[src/rtl/core/assert_macros.svh]
// assertion macros shared by the rtl of the ir remote motor controller
// no dependencies; included by files that carry concurrent checks
`ifndef ASSERT_MACROS_SVH
`define ASSERT_MACROS_SVH

// same-cycle implication, disabled while in reset
`define ASSERT_IMPL(label, clk, rst_n, ante, cons) \
	label: assert property (@(posedge clk) disable iff (!(rst_n)) (ante) |-> (cons)) \
		else $error("assertion failed: same-cycle implication");

// next-cycle implication, disabled while in reset
`define ASSERT_NEXT(label, clk, rst_n, ante, cons) \
	label: assert property (@(posedge clk) disable iff (!(rst_n)) (ante) |=> (cons)) \
		else $error("assertion failed: next-cycle implication");

`endif

[src/rtl/core/nirmc_pkg.sv]
// package for the ir remote motor controller: phase codes, key codes,
// segment table and motor pin helpers; no dependencies
`default_nettype none

package nirmc_pkg;

	localparam int PHASE_W = 3;

	localparam logic [PHASE_W-1:0] PH_IDLE     = 3'd0;
	localparam logic [PHASE_W-1:0] PH_DEBOUNCE = 3'd1;
	localparam logic [PHASE_W-1:0] PH_LEADER   = 3'd2;
	localparam logic [PHASE_W-1:0] PH_GAPHIGH  = 3'd3;
	localparam logic [PHASE_W-1:0] PH_WAITHIGH = 3'd4;
	localparam logic [PHASE_W-1:0] PH_MEASURE  = 3'd5;
	localparam logic [PHASE_W-1:0] PH_DEAD     = 3'd6;

	// configuration register indexes
	localparam logic [1:0] REG_DEBOUNCE = 2'd0;
	localparam logic [1:0] REG_ONE      = 2'd1;
	localparam logic [1:0] REG_ABORT    = 2'd2;
	localparam logic [1:0] REG_DEAD     = 2'd3;

	localparam logic [7:0]  DEBOUNCE_RST = 8'd15;
	localparam logic [7:0]  ONE_RST      = 8'd8;
	localparam logic [7:0]  ABORT_RST    = 8'd30;
	localparam logic [15:0] DEAD_RST     = 16'd1714;

	localparam int FRAME_BITS = 32;

	// remote command bytes
	localparam logic [7:0] KEY_FWD        = 8'h12;
	localparam logic [7:0] KEY_BACK       = 8'h18;
	localparam logic [7:0] KEY_LEFT       = 8'h14;
	localparam logic [7:0] KEY_RIGHT      = 8'h16;
	localparam logic [7:0] KEY_STOP_ALL   = 8'h10;
	localparam logic [7:0] KEY_STOP_DRIVE = 8'h17;
	localparam logic [7:0] KEY_STOP_STEER = 8'h19;

	// pending motor moves
	localparam logic [2:0] MV_NONE  = 3'd0;
	localparam logic [2:0] MV_FWD   = 3'd1;
	localparam logic [2:0] MV_BACK  = 3'd2;
	localparam logic [2:0] MV_LEFT  = 3'd3;
	localparam logic [2:0] MV_RIGHT = 3'd4;

	localparam logic [3:0] PINS_STEER = 4'h3;
	localparam logic [3:0] PINS_DRIVE = 4'hC;

	typedef logic [3:0] pins_t;

	// active-low segment pattern for a decimal digit
	function automatic logic [7:0] seg_digit(input logic [3:0] d);
		logic [7:0] s;
		begin
			case (d)
				4'd0: s = 8'h03;
				4'd1: s = 8'h9F;
				4'd2: s = 8'h25;
				4'd3: s = 8'h0D;
				4'd4: s = 8'h99;
				4'd5: s = 8'h49;
				4'd6: s = 8'h41;
				4'd7: s = 8'h1F;
				4'd8: s = 8'h01;
				4'd9: s = 8'h19;
				default: s = 8'h03;
			endcase
			return s;
		end
	endfunction

	function automatic logic [2:0] move_of_key(input logic [7:0] key);
		logic [2:0] mv;
		begin
			case (key)
				KEY_FWD:   mv = MV_FWD;
				KEY_BACK:  mv = MV_BACK;
				KEY_LEFT:  mv = MV_LEFT;
				KEY_RIGHT: mv = MV_RIGHT;
				default:   mv = MV_NONE;
			endcase
			return mv;
		end
	endfunction

	// stop the motor that a move will use
	function automatic pins_t stop_for_move(input pins_t p, input logic [2:0] mv);
		pins_t r;
		begin
			if (mv == MV_FWD || mv == MV_BACK) r = p & PINS_STEER;
			else r = p & PINS_DRIVE;
			return r;
		end
	endfunction

	function automatic pins_t drive_move(input pins_t p, input logic [2:0] mv);
		pins_t r;
		begin
			case (mv)
				MV_FWD:   r = (p & PINS_STEER) | 4'h8;
				MV_BACK:  r = (p & PINS_STEER) | 4'h4;
				MV_LEFT:  r = (p & PINS_DRIVE) | 4'h2;
				MV_RIGHT: r = (p & PINS_DRIVE) | 4'h1;
				default:  r = p;
			endcase
			return r;
		end
	endfunction

endpackage

`default_nettype wire

[src/rtl/core/nec_ir_remote_motor_command.sv]
// each accepted sample beat loads the result register, which holds it until its result beat
// throughput: one sample beat per cycle; the input stalls only while the result register
//   is full and the output side stalls
// reset (arst_n low, asynchronous): decoder idle, motors stopped, display shows digit zero,
//   configuration back to debounce 15, one 8, abort 30, dead 1714 ticks
// depends on nirmc_pkg and assert_macros.svh
`default_nettype none
`include "assert_macros.svh"

module nec_ir_remote_motor_command
	import nirmc_pkg::*;
(
	input  wire logic        clk,
	input  wire logic        arst_n,
	// configuration write port
	input  wire logic        cfg_we,
	input  wire logic [1:0]  cfg_index,
	input  wire logic [15:0] cfg_data,
	// sample channel
	input  wire logic        in_valid,
	output logic             in_stall,
	input  wire logic        ir_level,
	// result channel
	output logic             out_valid,
	input  wire logic        out_stall,
	output logic             m1_fwd,
	output logic             m1_rev,
	output logic             m2_fwd,
	output logic             m2_rev,
	output logic [7:0]       segments,
	output logic             key_valid,
	output logic [7:0]       key_code,
	output logic             busy_res
);

	// configuration registers
	logic [7:0]  debounce_q, one_q, abort_q;
	logic [15:0] dead_q;

	// decoder and motor state
	logic               last_level_q;
	logic [PHASE_W-1:0] phase_q;
	logic [15:0]        tick_q;
	logic [5:0]         bit_q;
	logic [31:0]        frame_q;
	pins_t              pins_q;
	logic [7:0]         disp_q;
	logic [2:0]         pend_q;
	logic [7:0]         key_q;

	// result register
	logic        out_valid_q;
	pins_t       out_pins_q;
	logic [7:0]  out_seg_q;
	logic        out_kv_q;
	logic [7:0]  out_key_q;
	logic        out_busy_q;

	// next state
	logic [PHASE_W-1:0] n_phase;
	logic [15:0]        n_tick;
	logic [5:0]         n_bit;
	logic [31:0]        n_frame;
	pins_t              n_pins;
	logic [7:0]         n_disp;
	logic [2:0]         n_pend;
	logic [7:0]         n_key;
	logic               n_valid;

	logic        in_beat;
	logic        out_beat;
	logic [15:0] tick_inc;
	logic [5:0]  bit_inc;
	logic [31:0] shifted;
	logic [7:0]  cmd;
	logic [2:0]  mv;
	pins_t       stopped;

	// a new sample may enter unless a finished result still waits downstream
	assign in_stall = out_valid_q & out_stall;
	assign in_beat  = in_valid & ~in_stall;
	assign out_beat = out_valid_q & ~out_stall;

	always_ff @(posedge clk or negedge arst_n) begin
		if (!arst_n) begin
			debounce_q <= DEBOUNCE_RST;
			one_q      <= ONE_RST;
			abort_q    <= ABORT_RST;
			dead_q     <= DEAD_RST;
		end else if (cfg_we) begin
			case (cfg_index)
				REG_DEBOUNCE: debounce_q <= cfg_data[7:0];
				REG_ONE:      one_q      <= cfg_data[7:0];
				REG_ABORT:    abort_q    <= cfg_data[7:0];
				REG_DEAD:     dead_q     <= cfg_data;
				default: ;
			endcase
		end
	end

	assign tick_inc = tick_q + 16'd1;
	assign bit_inc  = bit_q + 6'd1;
	// bit shifts in at the top, so the first bit ends at the bottom after 32
	assign shifted  = {(tick_q >= {8'd0, one_q}), frame_q[31:1]};
	assign cmd      = shifted[23:16];
	assign mv       = move_of_key(cmd);
	assign stopped  = stop_for_move(pins_q, mv);

	always_comb begin
		n_phase = phase_q;
		n_tick  = tick_q;
		n_bit   = bit_q;
		n_frame = frame_q;
		n_pins  = pins_q;
		n_disp  = disp_q;
		n_pend  = pend_q;
		n_key   = key_q;
		n_valid = 1'b0;
		case (phase_q)
			PH_DEBOUNCE: begin
				// a zero debounce still waits one tick
				n_tick = tick_inc;
				if (tick_inc >= {8'd0, debounce_q}) begin
					n_tick  = 16'd0;
					n_phase = ir_level ? PH_IDLE : PH_LEADER;
				end
			end
			PH_LEADER: begin
				if (ir_level) n_phase = PH_GAPHIGH;
			end
			PH_GAPHIGH: begin
				if (!ir_level) n_phase = PH_WAITHIGH;
			end
			PH_WAITHIGH: begin
				// first high tick of a bit; abort limit of 0 or 1 drops at once
				if (ir_level) begin
					n_tick  = 16'd1;
					n_phase = (abort_q <= 8'd1) ? PH_IDLE : PH_MEASURE;
				end
			end
			PH_MEASURE: begin
				if (ir_level) begin
					n_tick = tick_inc;
					if (tick_inc >= {8'd0, abort_q}) n_phase = PH_IDLE;
				end else begin
					n_frame = shifted;
					n_tick  = 16'd0;
					n_bit   = bit_inc;
					if (bit_inc >= 6'(FRAME_BITS)) begin
						n_bit = 6'd0;
						// command byte against its 8-bit complement
						if (cmd == ~shifted[31:24]) begin
							n_valid = 1'b1;
							n_key   = cmd;
							n_disp  = cmd;
							n_phase = PH_IDLE;
							case (cmd)
								KEY_STOP_ALL: begin
									n_pins = 4'h0;
									n_disp = seg_digit(4'd0);
								end
								KEY_STOP_DRIVE: begin
									n_pins = pins_q & PINS_STEER;
									n_disp = seg_digit(4'd6);
								end
								KEY_STOP_STEER: begin
									n_pins = pins_q & PINS_DRIVE;
									n_disp = seg_digit(4'd7);
								end
								default: ;
							endcase
							if (mv != MV_NONE) begin
								if (dead_q == 16'd0) begin
									// no dead time: drive right away
									n_pins = drive_move(stopped, mv);
									n_disp = seg_digit({1'b0, mv});
								end else begin
									n_pins  = stopped;
									n_pend  = mv;
									n_tick  = 16'd0;
									n_phase = PH_DEAD;
								end
							end
						end else begin
							n_phase = PH_IDLE;
						end
					end else begin
						n_phase = PH_WAITHIGH;
					end
				end
			end
			PH_DEAD: begin
				// motor held stopped, then driven with its digit shown
				n_tick = tick_inc;
				if (tick_inc >= dead_q) begin
					n_pins  = drive_move(pins_q, pend_q);
					n_disp  = seg_digit({1'b0, pend_q});
					n_pend  = MV_NONE;
					n_tick  = 16'd0;
					n_phase = PH_IDLE;
				end
			end
			default: begin
				// only a falling edge seen while idle opens a frame
				if (last_level_q && !ir_level) begin
					n_phase = PH_DEBOUNCE;
					n_tick  = 16'd0;
					n_bit   = 6'd0;
				end else begin
					n_phase = PH_IDLE;
				end
			end
		endcase
	end

	always_ff @(posedge clk or negedge arst_n) begin
		if (!arst_n) begin
			last_level_q <= 1'b1;
			phase_q      <= PH_IDLE;
			tick_q       <= 16'd0;
			bit_q        <= 6'd0;
			frame_q      <= 32'd0;
			pins_q       <= 4'h0;
			disp_q       <= seg_digit(4'd0);
			pend_q       <= MV_NONE;
			key_q        <= 8'd0;
		end else if (in_beat) begin
			last_level_q <= ir_level;
			phase_q      <= n_phase;
			tick_q       <= n_tick;
			bit_q        <= n_bit;
			frame_q      <= n_frame;
			pins_q       <= n_pins;
			disp_q       <= n_disp;
			pend_q       <= n_pend;
			key_q        <= n_key;
		end
	end

	// result register: loads on every sample beat, empties on an output beat
	always_ff @(posedge clk or negedge arst_n) begin
		if (!arst_n) begin
			out_valid_q <= 1'b0;
		end else if (in_beat) begin
			out_valid_q <= 1'b1;
		end else if (out_beat) begin
			out_valid_q <= 1'b0;
		end
	end

	always_ff @(posedge clk) begin
		if (in_beat) begin
			out_pins_q <= n_pins;
			out_seg_q  <= n_disp;
			out_kv_q   <= n_valid;
			out_key_q  <= n_key;
			out_busy_q <= (n_phase != PH_IDLE);
		end
	end

	assign out_valid = out_valid_q;
	assign m1_fwd    = out_pins_q[0];
	assign m1_rev    = out_pins_q[1];
	assign m2_fwd    = out_pins_q[2];
	assign m2_rev    = out_pins_q[3];
	assign segments  = out_seg_q;
	assign key_valid = out_kv_q;
	assign key_code  = out_key_q;
	assign busy_res  = out_busy_q;

	// a dead-time wait always has a move to finish
	`ASSERT_IMPL(a_dead_has_move, clk, arst_n, phase_q == PH_DEAD, pend_q != MV_NONE)
	// a motor is never driven on both terminals
	`ASSERT_IMPL(a_pins_exclusive, clk, arst_n, 1'b1,
		!(pins_q[0] && pins_q[1]) && !(pins_q[2] && pins_q[3]))
	// every sample beat leaves a result waiting
	`ASSERT_NEXT(a_beat_gives_result, clk, arst_n, in_beat, out_valid_q)
	// bit counter stays inside one frame
	`ASSERT_IMPL(a_bit_range, clk, arst_n, 1'b1, bit_q < 6'(FRAME_BITS))

endmodule

`default_nettype wire
[config.mk]
export PLATFORM = sky130hd
export DESIGN_NAME = nec_ir_remote_motor_command
export DESIGN_NICKNAME = d
export VERILOG_FILES = /design/src/rtl/core/nirmc_pkg.sv /design/src/rtl/core/nec_ir_remote_motor_command.sv
export VERILOG_INCLUDE_DIRS = /design/src /design/src/rtl/core
export SDC_FILE = /design/constraint.sdc
export NUM_CORES = 1
export LEC_CHECK = 0
export BUFFER_PORTS_ARGS = -buffer_cell sky130_fd_sc_hd__buf_4
export CORE_MARGIN = 1
export CORE_UTILIZATION = 56
export DETAILED_ROUTE_END_ITERATION = 8
export PLACE_DENSITY = 0.77
export SLEW_MARGIN = 25
export SYNTH_ARGS = -nofsm -noshare
export SYNTH_HDL_FRONTEND = slang
export SYNTH_SLANG_ARGS = --single-unit
[constraint.sdc]
create_clock -name clk -period 3.25 [get_ports clk]
set_input_delay 0.65 -clock clk [delete_from_list [all_inputs] [get_ports clk]]
set_output_delay 0.65 -clock clk [all_outputs]
set_load 0.01 [all_outputs]
### After elaboration in Yosys (flattened, before gate mapping)

Memory sizes are Yosys's and may differ from the RTL's.
Index checks and enable logic that the tools add are counted.
W data, S select, Z words.

| storage, ports and cells | value |
|---|---|
| register bits | 144 |
| memory bits (read-only) | 112 |
| input port bits | 24 |
| output and inout bits | 24 |
| logic and storage cells | 153 |
| memories kept | 2 |

| operators by class | value |
|---|---|
| add/subtract/negate cells | 2 |
| order comparisons | 6 |
| equal/unequal tests | 32 |
| mux-type cells | 59 |
| bitwise logic cells | 11 |
| reductions and logical operators | 22 |

Memory list:

| memory | depth | width | read ports | clocked after memory_dff | write ports | RTL line | text |
|---|---|---|---|---|---|---|---|
| (no name shown) | 8 | 7 | 1 | 0 | 0 | nirmc_pkg.sv:55 | `case (d)` |
| (no name shown) | 8 | 7 | 1 | 0 | 0 | nirmc_pkg.sv:55 |  |

Operators by type and width:

| operator | number |
|---|---|
| $mux W16 | 5 |
| $mux W8 | 10 |
| $pmux W16 S5 | 1 |
| $eq A8 B5 Y1 const B | 7 |
| $mux W3 | 18 |
| $ge A16 B8 Y1 | 3 |
| $pmux W4 S4 | 2 |
| $mux W4 | 7 |
| $pmux W8 S3 | 1 |
| $eq A3 B2 Y1 const B | 6 |
| $mux W6 | 3 |
| $pmux W3 S6 | 1 |
| $add A16 B1 Y16 const B | 1 |
| $ge A16 B16 Y1 | 1 |
| $logic_not A16 Y1 | 1 |
| $pmux W8 S2 | 1 |
| $eq A3 B3 Y1 const B | 5 |
| $ne A2 B2 Y1 const B | 7 |
| $pmux W3 S4 | 1 |
| $pmux W4 S3 | 1 |
| $pmux W6 S2 | 1 |
| $eq A3 B1 Y1 const B | 3 |
| $eq A8 B8 Y1 | 1 |
| $le A8 B1 Y1 const B | 1 |
| other kinds (25) | 44 |

### Longest topological paths before layout

Gate-level depths: netlist (run 1).

| logic depth | value |
|---|---|
| depth after elaboration | 12 |
| gate-level depth with buffers | 14 |
| depth with buffers taken out | 12 |

### Worst setup path before layout (run 1)

OpenSTA, ideal clock, no wires.

| timing | value |
|---|---|
| kind | register to register |
| from | register frame_q[23] |
| to | register out_pins_q[3], data pin |
| library setup time | 0.259 ns |
| arrival time | 3.050 ns |
| required time | 2.991 ns |
| setup slack | -0.059 ns |
| stages on the path, launching flop included | 12 |
| path buffers | 2 |
| period minus slack after synthesis | 3.309 ns |
| path through | dfrtp_1 > or4b_1 > buf_2 > or4_1 > ha_1 > clkbuf_1 > nor2_1 > a21oi_1 > or4_1 > nor3_1 > o22a_1 > nand3_1 |

| on the way | value |
|---|---|
| longest elaborated chain between the ends | 12 |
| elaborated cells between the ends (all ways) | 24 |
| classes of those cells | eq/ne (12); mux (10); reduce/logical (2) |

Ends and longest elaborated chain:

| item | RTL line | text |
|---|---|---|
| start, declared | nec_ir_remote_motor_command.sv:45 | `logic [31:0] frame_q;` |
| start signal, assigned | nec_ir_remote_motor_command.sv:232 | `frame_q <= n_frame;` |
| $eq A8 B5 Y1 | nirmc_pkg.sv:75 | `case (key)` |
| $pmux W3 S4 | nirmc_pkg.sv:75 |  |
| $eq A3 B1 Y1 / $eq A3 B2 Y1 (equally long branches) | nirmc_pkg.sv:90, nirmc_pkg.sv:99 |  |
| $logic_or A1 B1 Y1 | nirmc_pkg.sv:90 | `if (mv == MV_FWD \|\| mv == MV_BACK) r = p & PINS_STEER;` |
| $mux W4 | nirmc_pkg.sv:90 |  |
| $pmux W4 S4 | nirmc_pkg.sv:99 | `case (mv)` |
| $mux W4 | nec_ir_remote_motor_command.sv:173 | `if (dead_q == 16'd0) begin` |
| $mux W4 | nec_ir_remote_motor_command.sv:172 | `if (mv != MV_NONE) begin` |
| $mux W4 * | nec_ir_remote_motor_command.sv:152 | `if (cmd == ~shifted[31:24]) begin` |
| $mux W4 * | nec_ir_remote_motor_command.sv:149 | `if (bit_inc >= 6'(FRAME_BITS)) begin` |
| $mux W4 * | nec_ir_remote_motor_command.sv:142 | `if (ir_level) begin` |
| $pmux W4 S2 * | nec_ir_remote_motor_command.sv:119 | `case (phase_q)` |
| net n_pins[3] | nec_ir_remote_motor_command.sv:64 | `pins_t n_pins;` |
| end signal, assigned | nec_ir_remote_motor_command.sv:253 | `out_pins_q <= n_pins;` |
| end, declared | nec_ir_remote_motor_command.sv:53 | `pins_t out_pins_q;` |

Mark *: on every way through the listed nets, which the timed path passes. The rest lies on a longest branch.
A chain may end at the register's enable or synchronous reset.

### Worst setup path in the final report (run 1)

| timing | value |
|---|---|
| from | register tick_q[5] |
| to | register pend_q[2] |

| on the way | value |
|---|---|
| longest elaborated chain between the ends | 5 |
| elaborated cells between the ends (all ways) | 8 |
| classes of those cells | add/sub (1); order compare (2); eq/ne (3); bitwise (1); reduce/logical (1) |

Ends and longest elaborated chain:

| item | RTL line | text |
|---|---|---|
| start, declared | nec_ir_remote_motor_command.sv:43 | `logic [15:0] tick_q;` |
| start signal, assigned | nec_ir_remote_motor_command.sv:230 | `tick_q <= n_tick;` |
| branches (longest 4 deep; another with $add A16 B1 Y16) | - |  |
| $reduce_and A8 Y1 (no line) * | - |  |
| end signal, assigned | nec_ir_remote_motor_command.sv:235 | `pend_q <= n_pend;` |
| end, declared | nec_ir_remote_motor_command.sv:48 | `logic [2:0] pend_q;` |

Every way passes the cells marked *.

==> results of run 1 <==
==> through the flow <==
stage | util [%] | power (mW)
2_1_floorplan | - | 2.87
3_3_place_gp | 64.8 | 3.36
3_5_place_dp | 64.8 | 3.42
4_1_cts | 70.1 | 5.40
5_1_grt | 71.4 | 5.68
6_report | 71.4 | 5.42
==> layout make-up <==
| class | count | area [sq um] |
|---|---|---|
| fill | 940 | 3770 |
| sequential | 127 | 3310 |
| multi-input combinational | 509 | 4050 |
| clock inverter | 8 | 71.3 |
| clock buffer | 24 | 536 |
| inverter | 59 | 221 |
| tap | 176 | 220 |
| timing repair buffer | 131 | 1000 |
==> state kept, by name (all words and copies together), names as in the netlist, 8 cells and up <==
signal,cells
abort_q,8
dead_q,16
debounce_q,8
disp_q,8
frame_q,15
key_code,8
key_q,8
one_q,8
segments,8
tick_q,16
==> worst max-delay path, stage by stage, from the launching register on <==
cell	delay [ps]
dfrtp_1	410
nand4_1	160
nor2_2	140
buf_4	140
and4_4	210
xor2_2	70
ha_1	300
nand3_2	90
a211oi_2	230
o41ai_4	140
a31oi_1	390
o21ai_2	120
buf_6	160
a21oi_2	190
mux2_2	360
==> routing by layer <==
layer	up-vias	GRT usage (%)	share of wire (%)
met5	-	0	0
met3	75	6.44	4.5
met2	221	50.5	50
li1	2911	-	-
met4	0	17.5	4.8
met1	3070	35.3	40
==> cell usage in the layout, fill, tap and decap left out, drive strengths merged, types with 7 or more instances in the layout <==
cell type,count
clkbuf,24
xor2,9
dfrtp,87
dfstp,18
buf,131
o22ai,7
or3,8
o21ai,27
nand2,50
inv,59
nand3,22
nor2,43
nor3,13
a31oi,8
edfxtp,22
nand4,12
xnor2,18
a32o,15
ha,53
o211ai,8
a21oi,28
nor4,14
a21o,9
mux2,67
==> timing repair <==
| item | in CTS | in global routing |
|---|---|---|
| gates cloned | 0 | 0 |
| pin swaps | 7 | 19 |
| setup endpoints to repair | 31 | 40 |
| buffers inserted | 5 | 7 |
| endpoints found under the hold margin | 0 | 0 |
| gates resized for setup | 10 | 34 |
==> worst max path at each step <==
stage | startpoint | end | slack, ps | cells past startpoint
2_1_floorplan | tick_q[2] | tick_q[10] | 7 | 13
3_3_place_gp | tick_q[0] | tick_q[0] | -120 | 12
3_5_place_dp | tick_q[0] | tick_q[0] | -120 | 12
4_1_cts | tick_q[0] | tick_q[0] | 0.8 | 13
5_1_grt | tick_q[5] | out_pins_q[0] | -20 | 15
6_report | tick_q[5] | pend_q[2] | 30 | 14
==> report_power, final <==
group | switching [mW] | internal (mW) | leakage [nW]
clock | 0.695 | 1.22 | 0.298
combinational | 0.774 | 0.680 | 2.57
sequential | 0.184 | 1.86 | 1.51
==> kinds of logic after synthesis <==
family,count (synthesis)
mux,70
fa+ha+maj,53
flops,127
buf+inv,91
simple gates,209
xor+xnor,27
compound gates,150
==> metrics.cfg, run 1 <==
[sta]
hold_slack_ps=243
finalWorstSetupSlack_ps=31.9
fin_crit_ps=3220
drv_slew=0
hold_viol_final=0
fmax_mhz=311
relSlewSlack_pct=46.2
fin_setup_tns_ps=0
finalClockSkew_ps=10.7
setup_viol=0
fin_crit_sh_pct=99.0
tightest_slew_ps=805

[clock_network]
root_buffer=clkbuf_16
path_clk_slew_ps=60
ctsHtreeMaxLevel=4
cts_tree=yes
clock_latency_ps=420
clock_path_buffers=2
holdBufCountCts=0
clock_sinks=127
cts_buffers=17

[synth]
synth_nets=804
yosysMostFrequentCell=dfrtp_1
synth_edf_count=22
synth_cell_types=69
yosys.area_share.adder_pct=8.80
yosysTopAreaCellShare_pct=28.9
ys.flop_type=dfrtp_1
synth_commonest_cells=dfrtp_1, mux2_2, inv_1
synth_compound_area_share_pct=14.1
yosysSeqAreaShare_pct=43.9
synthMuxAreaShare_pct=10.5
synth_top_family_by_area=simple AND/OR/NAND/NOR gates
async_flop_share_pct=82.7
synthCells=727
yosysTopAreaCell=dfrtp_1
synthXorXnorAreaFrac_pct=3.14
netlist_area_sq_um=7530
synthTopCellsByArea=dfrtp_1, mux2_2, ha_1
avgSynthCellArea_sq_um=10.4
ys_seq_elements=127
yosys_warnings=0
synthSimpleGateAreaFrac_pct=14.5

[drt]
drt_iter0_markers=598
routed_wl_um=19800
ant_nets=0
drcViolationCount=0
dr.pass1.iters=5
wire_per_inst_um=19.2
vias=6277
via_per_inst=6.07

[final_layout]
design_area_sq_um=9420
layout.nets=922
final_cells=1034
final_layout_size_suffix_gt1_share_pct=34.5
synthToLayoutAreaGrowth_pct=25.0
diodes=0

[global_routing]
grt_pass1_vias=6372
grt_max_degree=59
grt_pass1_wl_um=32400
grt.total_usage_pct=30.0
overflow=0
antenna_found_initial=0

[placement]
place_area_sq_um=8550
dp.cells=991
port-buffer-count=47
pre_cts_slack_ps=-117
hpwl_um=14300
gp_congestion=0.880

[floorplan]
rows=42
pin_count=48
die_h_um=118
die_area_sq_um=13900
die_w_um=118
initial_core_util_pct=57.1
core_area_sq_um=13200

[critical_path]
critPathArrivalTime_ps=3520
required_ps=3550
worstSetupEndpointType=register
start_kind=register
r2r-end=pend_q[2]
cp_max_fo=8
worstReg2RegStart=tick_q[5]
r2r.worst_path.cells=14
path_class=reg2reg
rrSetupSlack_ps=30

[power_and_ir_drop]
ir_drop_mv=0.751
p_leak_nw=4.38
powerDensity_nw_per_um2=575

[outcome]
status=complete, no violations

[hold_path]
hold_class=in2async

[job]
maxCapViolations=0

Power figures use the tool's default switching activity.
==> run 2, diff against run 1 <==
==> constraint.sdc (replaced) <==
create_clock -name clk -period 2.6 [get_ports clk]
set_input_delay 0.52 -clock clk [delete_from_list [all_inputs] [get_ports clk]]
set_output_delay 0.52 -clock clk [all_outputs]
set_load 0.01 [all_outputs]
==> metrics.cfg, run 2 (synthesized netlist as in run 1, its figures left out) <==
[placement]
pre_cts_slack_ps=-702  ; -585 ps
gp_congestion=0.968  ; +10%
hpwl_um=14900  ; +4.6%
place_area_sq_um=9060  ; +6.0%
port-buffer-count=47  ; unchanged

[global_routing]
grt_pass1_vias=7034  ; +10%
grt.total_usage_pct=32.8  ; +2.8 points
grt_max_degree=62  ; +5.1%
gr-usage-met2_pct=56.7  ; +6.2 points
met1_usage_pct=37.9  ; +2.6 points
grt_busiest_layer=met2
use_met3_pct=7.95  ; +1.5 points
overflow=0  ; unchanged
antenna_found_initial=0  ; unchanged
grt_pass1_wl_um=35500  ; +9.7%

[drt]
via_per_inst=6.31  ; +4.0%
drt_iter0_markers=724  ; +21%
drcViolationCount=0  ; unchanged
vias=6987  ; +11%
routed_wl_um=23500  ; +19%
dr.pass1.iters=7  ; +2
ant_nets=0  ; unchanged
wire_per_inst_um=21.2  ; +11%

[sta]
fmax_mhz=306  ; -1.6%
setup_viol=63  ; +63
hold_slack_ps=75.7  ; -168 ps
fin_crit_ps=3270  ; +51.9 ps
hold_viol_final=0  ; unchanged
fin_crit_sh_pct=126  ; +27 points
finalWorstSetupSlack_ps=-670  ; -702 ps
tightest_slew_ps=752  ; -52.1 ps
rsz0062_at_grt=yes
drv_slew=0  ; unchanged
relSlewSlack_pct=49.7  ; +3.5 points
finalClockSkew_ps=8.95  ; -1.70 ps

[critical_path]
required_ps=2760  ; -790 ps
critPathMaxStageDelay_ps=380  ; -30 ps
start_kind=register
cp_max_fo=6  ; -2
worstSetupEndpointType=register
path_class=reg2reg
cp_slowest_cell=dfrtp_1
critPathArrivalTime_ps=3430  ; -90 ps
crit_chain=and4_4, nand4_1, xor2_1, inv_1, ha_4, nand3_2, a211oi_4, o41ai_4, a31o_4, buf_4, a2111oi_4, o22a_1, nand2_1

[final_layout]
design_area_sq_um=10500  ; +12%
synthToLayoutAreaGrowth_pct=39.9
diodes=0  ; unchanged
n_fill_cell=759  ; -19%
largestRegisters=dead_q: 16 flops, tick_q: 16 flops, frame_q: 15 flops
final_common_cell=buf_4
mostFrequentLayoutCells=buf_4, dfrtp_1, mux2_2
layout.nets=995  ; +7.9%
final_layout_size_suffix_gt1_share_pct=44.8  ; +10 points

[power_and_ir_drop]
p_switching_mw=2.27  ; +37%
powerDensity_nw_per_um2=690  ; +20%
clkPwrFrac_pct=33.7  ; -1.7 points
pwr-share-seq_pct=34.4  ; -3.3 points
p_leak_nw=4.85  ; +11%
switching_share_pct=31.3  ; +0.74 points
p_int_mw=5.00  ; +33%
combPwrFrac_pct=31.8  ; +5.0 points
ir_drop_mv=0.612  ; -18%

[hold_path]
hold_class=in2async

[floorplan]
die_area_sq_um=13900  ; unchanged
die_w_um=118  ; unchanged
die_h_um=118  ; unchanged
initial_core_util_pct=57.1  ; unchanged
pin_count=48  ; unchanged
rows=42  ; unchanged
core_area_sq_um=13200  ; unchanged

[job]
maxCapViolations=0  ; unchanged

[clock_network]
ctsHtreeMaxLevel=4  ; unchanged
clock_sinks=127  ; unchanged
clock_path_buffers=2  ; unchanged
cts_buffers=17  ; unchanged
cts_tree=yes
holdBufCountCts=0  ; unchanged
clock_latency_ps=420  ; about the same
path_clk_slew_ps=60  ; about the same
root_buffer=clkbuf_16

[outcome]
violations=setup timing
status=finished with violations

[run 2: cell types whose count changed in the layout (fill, tap and decap cells not counted), sizes merged]
cell      before  now
buf          131  203
clkinvlp       2    4
inv           59   57
bufinv         1    4
clkinv         5    7
clkbuf        24   19
or2            4    5
[run 2: what timing repair did]
action / CTS / global route
cloned: 2 / 0
pin swaps: 26 / 22
buffers inserted: 17 / 16
endpoints found under the setup margin: 64 / 64
gates resized for setup: 74 / 49
[run 2: metrics by stage]
step / instances / power (mW) / utilization [%] / setup TNS (ps)
2_1_floorplan: 727 / 3.65 / - / -16690
3_3_place_gp: 1044 / 4.33 / 68.7 / -26200
3_5_place_dp: 1044 / 4.42 / 68.7 / -29320
4_1_cts: 1093 / 7.12 / 77.1 / -21510
5_1_grt: 1107 / 7.58 / 79.9 / -35010
6_report: 1107 / 7.27 / 79.9 / -28740
[run 2: critical path, delay by kind of cell (launching register included)]
family / cells / cell delay (ps)
compound gates: 5 / 1240
buf+inv: 2 / 280
fa+ha+maj: 1 / 290
simple gates: 4 / 580
flops: 1 / 380
xor+xnor: 1 / 240
[run 2: metal layers]
| layer | routed length, um | part of all wire [%] |
|---|---|---|
| met5 | 0 | 0 |
| met4 | 1220 | 5.2 |
| met3 | 1680 | 7.2 |
| met2 | 11900 | 50 |
| met1 | 8740 | 37 |
[run 2: final cells by class]
cell class | instances | area (sq um) | area share [%]
sequential | 127 | 3310 | 31.4
multi-input combinational | 510 | 4550 | 43.2
inverter | 59 | 225 | 2.14
clock inverter | 13 | 170 | 1.61
tap | 176 | 220 | 2.09
timing repair buffer | 203 | 1630 | 15.4
clock buffer | 19 | 433 | 4.11
[run 2: path summary, 6_finish.rpt]
path	startpoint	slack (ps)	depth (start not counted)	end
max	tick_q[3]	-670	13	out_pins_q[2]
min	arst_n	80	2	out_valid
max reg2reg	tick_q[3]	-670	13	out_pins_q[2]
min reg2reg	disp_q[0]	480	2	disp_q[0]
max in group asynchronous	arst_n	1970	2	tick_q[1]
min in group clk	in_valid	310	2	out_valid
[run 2: power groups by stage]
| stage | Sequential [mW] | Clock (mW) | Combinational, mW |
|---|---|---|---|
| 3_3_place_gp | 2.50 | 0 | 1.83 |
| 6_report | 2.50 | 2.45 | 2.31 |
| 5_1_grt | 2.53 | 2.57 | 2.48 |
| 4_1_cts | 2.50 | 2.47 | 2.16 |
| 2_1_floorplan | 2.51 | 0 | 1.14 |
| 3_5_place_dp | 2.51 | 0 | 1.91 |
==> run 3, diff against run 2 <==
--- a/config.mk
+++ b/config.mk
@@ -8,9 +8,10 @@
 export LEC_CHECK = 0
 export BUFFER_PORTS_ARGS = -buffer_cell sky130_fd_sc_hd__buf_4
 export CORE_MARGIN = 1
-export CORE_UTILIZATION = 56
+export CORE_UTILIZATION = 62
+export CTS_CLUSTER_SIZE = 12
 export DETAILED_ROUTE_END_ITERATION = 8
-export PLACE_DENSITY = 0.77
+export PLACE_DENSITY = 0.81
 export SLEW_MARGIN = 25
 export SYNTH_ARGS = -nofsm -noshare
 export SYNTH_HDL_FRONTEND = slang
==> constraint.sdc (replaced) <==
create_clock -name clk -period 3.91 [get_ports clk]
set_input_delay 0.782 -clock clk [delete_from_list [all_inputs] [get_ports clk]]
set_output_delay 0.782 -clock clk [all_outputs]
set_load 0.01 [all_outputs]
==> metrics.cfg, run 3 (synthesized netlist as in run 1, its figures left out) <==
[drt]
drt_iter0_markers=514  ; -29%
vias=5896  ; -16%
ant_nets=0  ; unchanged
dr.pass1.iters=7  ; unchanged
via_per_inst=6.29  ; -0.41%
wire_per_inst_um=19.2  ; -9.6%
drcViolationCount=5  ; +5
routed_wl_um=18000  ; -23%

[final_layout]
multi_input_area_sq_um=3860  ; -15%
synthToLayoutAreaGrowth_pct=15.2
largestRegisters=dead_q: 16 flops, tick_q: 16 flops, frame_q: 15 flops
final_layout_size_suffix_gt1_share_pct=24.8  ; -20 points
mostFrequentLayoutCells=dfrtp_1, buf_4, mux2_2
diodes=0  ; unchanged
n_fill_cell=803  ; +5.8%
final_common_cell=dfrtp_1
regArea_sq_um=3310  ; about the same
layout.nets=859  ; -14%

[critical_path]
crit_chain=nand4_1, nor2_1, nand2_1, xnor2_1, buf_4, ha_1, nand3_1, a211oi_1, o41ai_1, a31o_2, a32o_1, or2_2, a32o_1
cp_max_fo=14  ; +8
required_ps=4210  ; +1450 ps
path_class=reg2reg
critPathMaxStageDelay_ps=470  ; +90 ps
start_kind=register
worstSetupEndpointType=register
critPathTopFamily=compound AO/OA/AOI/OAI gates
path_common_cell=a32o_1
cp_slowest_cell=dfrtp_1
cp_num_buf_inv=1  ; -1
critPathArrivalTime_ps=4010  ; +580 ps

[floorplan]
core_area_sq_um=11600  ; -12%
pin_count=48  ; unchanged
rows=39  ; -7.1%
die_area_sq_um=12600  ; -9.5%
initial_core_util_pct=64.9  ; +7.8 points
die_h_um=112  ; -4.9%
die_w_um=112  ; -4.9%

[sta]
drv_slew=0  ; unchanged
fmax_mhz=269  ; -12%
fin_crit_sh_pct=94.9  ; -31 points
hold_viol_final=0  ; unchanged
tightest_slew_ps=837  ; +84.1 ps
rsz0062_at_grt=no
setup_viol=0  ; -100%
hold_slack_ps=459  ; +383 ps
fin_setup_tns_ps=0  ; +28740 ps
finalClockSkew_ps=7.15  ; -1.79 ps
fin_crit_ps=3710  ; +442 ps
relSlewSlack_pct=44.2  ; -5.5 points

[power_and_ir_drop]
p_leak_nw=4.00  ; -17%
clkPwrFrac_pct=36.0  ; +2.3 points
switching_share_pct=30.2  ; -1.1 points
combPwrFrac_pct=24.1  ; -7.7 points
powerDensity_nw_per_um2=495  ; -28%
pwr-share-seq_pct=39.9  ; +5.5 points
ir_drop_mv=0.445  ; -27%
p_int_mw=3.00  ; -40%
p_switching_mw=1.30  ; -43%

[clock_network]
cts_setup_buffers=0  ; -17
clock_path_buffers=2  ; unchanged
clock_latency_ps=420  ; about the same
clock_sinks=127  ; unchanged
root_buffer=clkbuf_16
ctsHtreeMaxLevel=4  ; unchanged
cts_tree=yes
cts_buffers=17  ; unchanged
holdBufCountCts=0  ; unchanged
cts_resized=0  ; -100%
path_clk_slew_ps=60  ; about the same

[global_routing]
grt_pass1_vias=6002  ; -15%
antenna_found_initial=0  ; unchanged
grt.total_usage_pct=30.7  ; -2.1 points
use_met3_pct=6.75  ; -1.2 points
grt_busiest_layer=met2
grt_pass1_wl_um=30000  ; -16%
met1_usage_pct=36.1  ; -1.9 points
gr-usage-met2_pct=54.0  ; -2.7 points
grt_max_degree=64  ; +3.2%
overflow=0  ; unchanged

[placement]
gp_congestion=0.900  ; -7.1%
port-buffer-count=47  ; unchanged
hpwl_um=12900  ; -13%

[outcome]
violations=DRC
status=finished with violations

[hold_path]
hold_class=in2async

[job]
maxCapViolations=0  ; unchanged

## run 3: cell types whose count changed in the layout (fill, tap and decap cells not counted), sizes merged
cell      before  now
buf          203   68
clkinv         7    3
inv           57   59
or2            5    4
clkbuf        19   28
clkinvlp       4    0
bufinv         4    1
## run 3: layout make-up
class                      instances  area share (%)
clock inverter                     4           0.577
inverter                          59            2.55
sequential                       127            38.1
tap                              143            2.06
multi-input combinational        509            44.5
timing repair buffer              68            6.02
clock buffer                      28            6.18
## run 3: worst reg2reg max path, delay by kind of cell, from the launching register on
kind	cells	cell delay, ps
AND/OR/NAND/NOR	5	1210
AO/OA/AOI/OAI	5	1340
XOR/XNOR	1	130
buffers and inverters	1	160
adder cells (fa/ha/maj)	1	290
flip-flops	1	470
## run 3: final timing paths
| path | end | slack [ps] | from | cells past startpoint |
|---|---|---|---|---|
| max | tick_q[2] | 200 | tick_q[2] | 13 |
| min | disp_q[3] | 460 | arst_n | 1 |
| max reg2reg | tick_q[2] | 200 | tick_q[2] | 13 |
| min reg2reg | disp_q[1] | 490 | disp_q[1] | 1 |
| max in group asynchronous | abort_q[4] | 2660 | arst_n | 2 |
| min in group clk | disp_q[1] | 490 | disp_q[1] | 1 |
## run 3: layer usage
layer  wire length, um  part of all wire [%]  up-vias
li1                  -                     -     2779
met1              7300                    40     2889
met2              9280                    51      178
met3               794                   4.4       50
met4               652                   3.6        0
met5                 0                     0        -
## run 3: per-stage QoR
stage	worst slack, ps	utilization [%]	total power, mW	instances	instance area [sq um]
final	198	74.7	4.29	938	8680
after global routing	15.1	74.7	4.49	938	8680
after CTS	180	74.7	4.30	938	8680
after detailed placement	279	69.7	2.74	906	8090
after global placement	392	69.7	2.71	906	8090
after floorplan	601	-	2.39	727	7530
## run 3: power by group through the flow
| stage | logic (mW) | registers (mW) | clock network (mW) |
|---|---|---|---|
| floorplan | 0.717 | 1.67 | 0 |
| global placement | 0.989 | 1.72 | 0 |
| global route | 1.14 | 1.73 | 1.61 |
| detailed placement | 1.01 | 1.73 | 0 |
| finish | 1.04 | 1.71 | 1.54 |
| CTS | 1.03 | 1.71 | 1.56 |
